$ cat src/hdl/tkd_pkg.sv
// Package: shared types and constants for the tile key dedup id table.
package tkd_pkg;

  localparam int unsigned CodeW   = 8;
  localparam int unsigned BaseIdW = 16;
  localparam int unsigned TileIdW = 17;

  localparam logic [BaseIdW-1:0] BaseIdReset = 16'd1;

  // One tile key: four corner class codes, NW in the top byte.
  typedef struct packed {
    logic signed [CodeW-1:0] corner_nw;
    logic signed [CodeW-1:0] corner_ne;
    logic signed [CodeW-1:0] corner_sw;
    logic signed [CodeW-1:0] corner_se;
  } tkd_in_t;

  typedef struct packed {
    logic [TileIdW-1:0] tile_id;
    logic               newly_added;
    logic               table_full;
  } tkd_out_t;

  // Status of a lookup as it travels down the cell chain.
  typedef struct packed {
    logic valid;
    logic hit;
    logic added;
  } tkd_flag_t;

endpackage

$ cat src/hdl/tkd_cell.sv
// One table entry of the chain: holds a key and checks the passing lookup.
module tkd_cell #(
  parameter int unsigned IdxW = 8,
  parameter int unsigned CntW = 9
) (
  input  logic               clk_i,
  input  logic               rst_ni,
  input  logic               advance_i,
  input  logic [IdxW-1:0]    cell_idx_i,
  input  logic [CntW-1:0]    count_i,
  input  tkd_pkg::tkd_flag_t flag_i,
  input  logic [IdxW-1:0]    idx_i,
  input  tkd_pkg::tkd_in_t   key_i,
  output tkd_pkg::tkd_flag_t flag_o,
  output logic [IdxW-1:0]    idx_o,
  output tkd_pkg::tkd_in_t   key_o,
  output logic               claim_o
);
  import tkd_pkg::*;

  tkd_in_t   entry_q;
  tkd_flag_t flag_q, flag_d;
  logic [IdxW-1:0] idx_q, idx_d;
  tkd_in_t   key_q;
  logic      live, used, at_end, match, claim;

  assign live   = flag_i.valid && !flag_i.hit && !flag_i.added;
  assign used   = CntW'(cell_idx_i) < count_i;
  assign at_end = CntW'(cell_idx_i) == count_i;
  assign match  = live && used && (entry_q == key_i);
  assign claim  = live && at_end;

  always_comb begin
    flag_d.valid = flag_i.valid;
    flag_d.hit   = flag_i.hit | match;
    flag_d.added = flag_i.added | claim;
    idx_d        = (match || claim) ? cell_idx_i : idx_i;
  end

  always_ff @(posedge clk_i or negedge rst_ni) begin
    if (!rst_ni) begin
      flag_q <= '0;
    end else if (advance_i) begin
      flag_q <= flag_d;
    end
  end

  always_ff @(posedge clk_i) begin
    if (advance_i) begin
      idx_q <= idx_d;
      key_q <= key_i;
      if (claim) begin
        entry_q <= key_i;
      end
    end
  end

  assign claim_o = advance_i && claim;
  assign flag_o  = flag_q;
  assign idx_o   = idx_q;
  assign key_o   = key_q;

endmodule
$ cat config.mk
export PLATFORM = sky130hd
export DESIGN_NAME = tkd_cell
export DESIGN_NICKNAME = d
export VERILOG_FILES = /design/src/hdl/tkd_pkg.sv /design/src/hdl/tkd_cell.sv
export SDC_FILE = /design/constraint.sdc
export NUM_CORES = 1
export LEC_CHECK = 0
export BUFFER_PORTS_ARGS = -buffer_cell sky130_fd_sc_hd__buf_2
export CORE_MARGIN = 2
export CORE_UTILIZATION = 35
export DETAILED_ROUTE_END_ITERATION = 7
export SYNTH_ARGS = -nofsm -noshare
export SYNTH_HDL_FRONTEND = slang
export SYNTH_SLANG_ARGS = --single-unit
$ cat constraint.sdc
create_clock -name clk_i -period 3.3 [get_ports clk_i]
set_input_delay 0.33 -clock clk_i [delete_from_list [all_inputs] [get_ports clk_i]]
set_output_delay 0.33 -clock clk_i [all_outputs]
set_load 0.01 [all_outputs]
==> key figures <==
Run
  – Max-Cap Viols: 0

Global route
  – Largest net degree at the start of global routing: 46
  – GRT Util Overall: 13.8%
  – Total gr overflow: 0
  – Number of global-route vias before repair: between 2k and 2.5k
  – Initial antenna violation count: 0
  – First-pass GRT wire length: between 10,000 and 15,000 um

Clocking
  – Max Root-Sink Buffers: 2
  – Worst-path clk slew: 0.08 ns
  – H-tree Lvls: 3
  – Clock root cell: clkbuf_8
  – CTS Sinks: 75
  – CTS resizes: 0
  – Hold-fix buffers, CTS: 1
  – CTS Buf Count: 9
  – CTS tree: yes
  – Clk Latency, worst-skew pair: 0.33 ns
  – Setup bufs post-CTS: 0

Floorplan
  – Core area: 8760 sq um
  – FP Rows: 34
  – Chip Height: 99.4 um
  – Initial Utilization: 36.4%
  – Ports: 107
  – Die area: 9880 sq um
  – Die W: 99.4 um

Worst setup path
  – CP max FO: 9
  – CP Capture Type: flop
  – Terminus of the critical flop-to-flop path: idx_o[6]$_DFFE_PP_
  – Crit path arrival time: about 2.3 ns
  – Req. time, crit path: 3.36 ns
  – Startpoint Class: flop
  – Setup CP Type: flop to flop
  – R2r setup slk: 1.08 ns
  – Critical-path cell list: xnor2_1 > nand4_2 > nor4_4 > and4_1 > o211ai_1
  – FF-to-FF Start: entry_q[13]$_DFFE_PP_
  – Reg2reg path depth: 5
  – CP max-delay cell: nor4_4
  – Crit path largest cell delay: 0.56 ns

Hold path
  – Hold Crit Endpoint: key_o[23]$_DFFE_PP_
  – Hold Path Stages: 1
  – HP Class: input port to flop
  – Hold_sp: key_i[23]

Synthesis
  – Post-Syn Area: between 3000 and 4000 sq um
  – Sequential share of the synthesized area: 70.2%
  – Gate Count Post-Synth: 201
  – Synth Warn #: 0
  – Mean Syn Cell Area: 15.9 sq um
  – Yosys cell types: 31
  – Syn nets: between 200 and 300
  – Seq cells post-synth: 75

Route
  – Via Count: 2,051
  – DR pass1 iterations: 4
  – 1st-iter DRT viols: 61
  – Via/cell ratio: around 4.7
  – DRC: 0
  – Drt wl/cell: 15.2 um
  – ANT nets after route: 0
  – Post-Route WL: ~6600 um

Timing
  – Final WS setup: 1.08 ns
  – Worst hold slack: ~0.21 ns
  – Setup TNS: 0 ns
  – Worst Skew: 0.00957 ns
  – Worst slew pin tran: 0.588 ns
  – Period utilisation layout: 67.2%
  – Max Slew Vio Count: 0
  – Final setup vio count: 0
  – Fin. Hold Viols: 0
  – Max Freq: 451 MHz
  – Normalized max-slew margin: just over 60%
  – Final min period: 2.22 ns
  – RSZ-0062 raised after global routing: no

Cells and area
  – Final nets: 391
  – Fillcell total: 828
  – Multi-input gate area: 898 sq um
  – Register area: 2240 sq um
  – # diodes: 0
  – Area Overhead vs Synth: 27.1%
  – Fraction of layout cells with a size suffix above 1: 40.6%

Place
  – Dpl ws: 0.721 ns
  – Routability congestion estimate: 0.817
  – Hpwl dp: 4960 um
  – PortBufs: 106

Power and ir drop
  – PD cells: roughly 480 nW/um^2
  – Leakage power: 1.56 nW
  – Max VDD drop: 0.192 mV

Status
  – Outcome: complete, no violations
worst max-delay path: cells and delay by family, from the launching register on:
kind / cells / cell delay, ns
simple gates: 3 / 1.21
flops: 1 / 0.38
xor+xnor: 1 / 0.19
compound gates: 1 / 0.18
state kept, by name, summed over array words and instances (netlist names):
signal   cells
entry_q     32
flag_o       3
idx_o        8
key_o       32
area by class of cell:
type | count | share of cell area (%)
clock buffer | 11 | 3.49
inverter | 10 | 0.927
timing repair buffer | 110 | 13.9
sequential | 75 | 55.3
multi-input combinational | 114 | 22.2
clock inverter | 5 | 0.896
tap | 108 | 3.34
power by group:
group          total [mW]  leakage (nW)  internal [mW]  switching (mW)
logic               0.199         0.757         0.0884           0.111
clock network       0.634        0.0941          0.298           0.336
registers            1.10         0.713           1.09          0.0100
cells in the mapped netlist:
| cell | number | area share, % |
|---|---|---|
| a2111oi_4 | 1 | 0.86 |
| a21boi_0 | 7 | 1.6 |
| a21oi_1 | 5 | 0.79 |
| a41oi_1 | 1 | 0.27 |
| and2_1 | 2 | 0.39 |
| and4_1 | 2 | 0.55 |
| buf_6 | 1 | 0.35 |
| clkbuf_1 | 1 | 0.12 |
| dfrtp_1 | 3 | 2.4 |
| edfxtp_1 | 72 | 68 |
| ha_1 | 8 | 3.1 |
| inv_1 | 10 | 1.2 |
| mux2_2 | 1 | 0.35 |
| nand2_1 | 17 | 2.0 |
| nand2b_1 | 1 | 0.20 |
| nand3_1 | 1 | 0.16 |
| nand4_1 | 15 | 2.9 |
| nand4_2 | 1 | 0.39 |
| nand4b_1 | 1 | 0.27 |
| nor2_1 | 3 | 0.35 |
| nor3_1 | 1 | 0.16 |
| nor3b_1 | 1 | 0.24 |
| nor3b_4 | 1 | 0.59 |
| nor4_4 | 2 | 1.3 |
| nor4b_2 | 1 | 0.47 |
| o211ai_1 | 7 | 1.6 |
| o21ai_0 | 1 | 0.16 |
| o21ai_1 | 1 | 0.16 |
| o22a_1 | 1 | 0.27 |
| xnor2_1 | 31 | 8.5 |
| xor2_1 | 1 | 0.27 |
worst max-delay path by stage:
stage	startpoint	end	slack [ns]	cells past startpoint
after floorplan	count_i[6]	entry_q[0]$_DFFE_PP_	0.58	5
final	entry_q[13]$_DFFE_PP_	idx_o[6]$_DFFE_PP_	1.08	5
after global placement	cell_idx_i[6]	idx_o[6]$_DFFE_PP_	0.73	7
after global routing	entry_q[11]$_DFFE_PP_	idx_o[6]$_DFFE_PP_	0.84	5
after CTS	entry_q[13]$_DFFE_PP_	idx_o[6]$_DFFE_PP_	1.01	5
after detailed placement	cell_idx_i[6]	idx_o[6]$_DFFE_PP_	0.72	7
placed cells by master, fill, tap and decap left out, types with 2 or more instances in the layout:
cell      instances
edfxtp_1         72
ha_1              8
and4_1            2
buf_2           106
clkbuf_8         10
dfrtp_1           3
clkinv_2          2
xnor2_1          31
nand2_1          17
inv_1            10
nor2_1            3
nand4_1          15
a21boi_0          7
inv_6             2
o211ai_1          7
nor4_4            2
a21oi_1           5
buf_4             3
metrics by stage:
stage / power (mW) / util (%) / instance area [sq um] / instances
after floorplan: 1.20 / - / 3190 / 201
after global placement: 1.32 / 44.1 / 3860 / 416
after detailed placement: 1.32 / 44.1 / 3860 / 416
after CTS: 1.98 / 46.2 / 4050 / 433
after global routing: 2.03 / 46.2 / 4050 / 433
final: 1.93 / 46.2 / 4050 / 433
layer usage:
layer	part of all wire [%]	global-route usage (%)
met2	45	20.8
met3	8.3	5.13
met5	0	0
met4	0.47	5.27
met1	46	18.1
cells by family after synthesis:
| group | count (synthesis) | share of synthesized area [%] |
|---|---|---|
| DFF | 75 | 70.2 |
| and+or+nand+nor | 49 | 10.1 |
| xor gates and xnor gates | 32 | 8.79 |
| AOI/OAI and AO/OA | 24 | 5.81 |
| buffers and inverters | 12 | 1.65 |
| adders and majority gates | 8 | 3.14 |
| muxes | 1 | 0.353 |
Note: power is estimated with default switching activity, not from simulation.
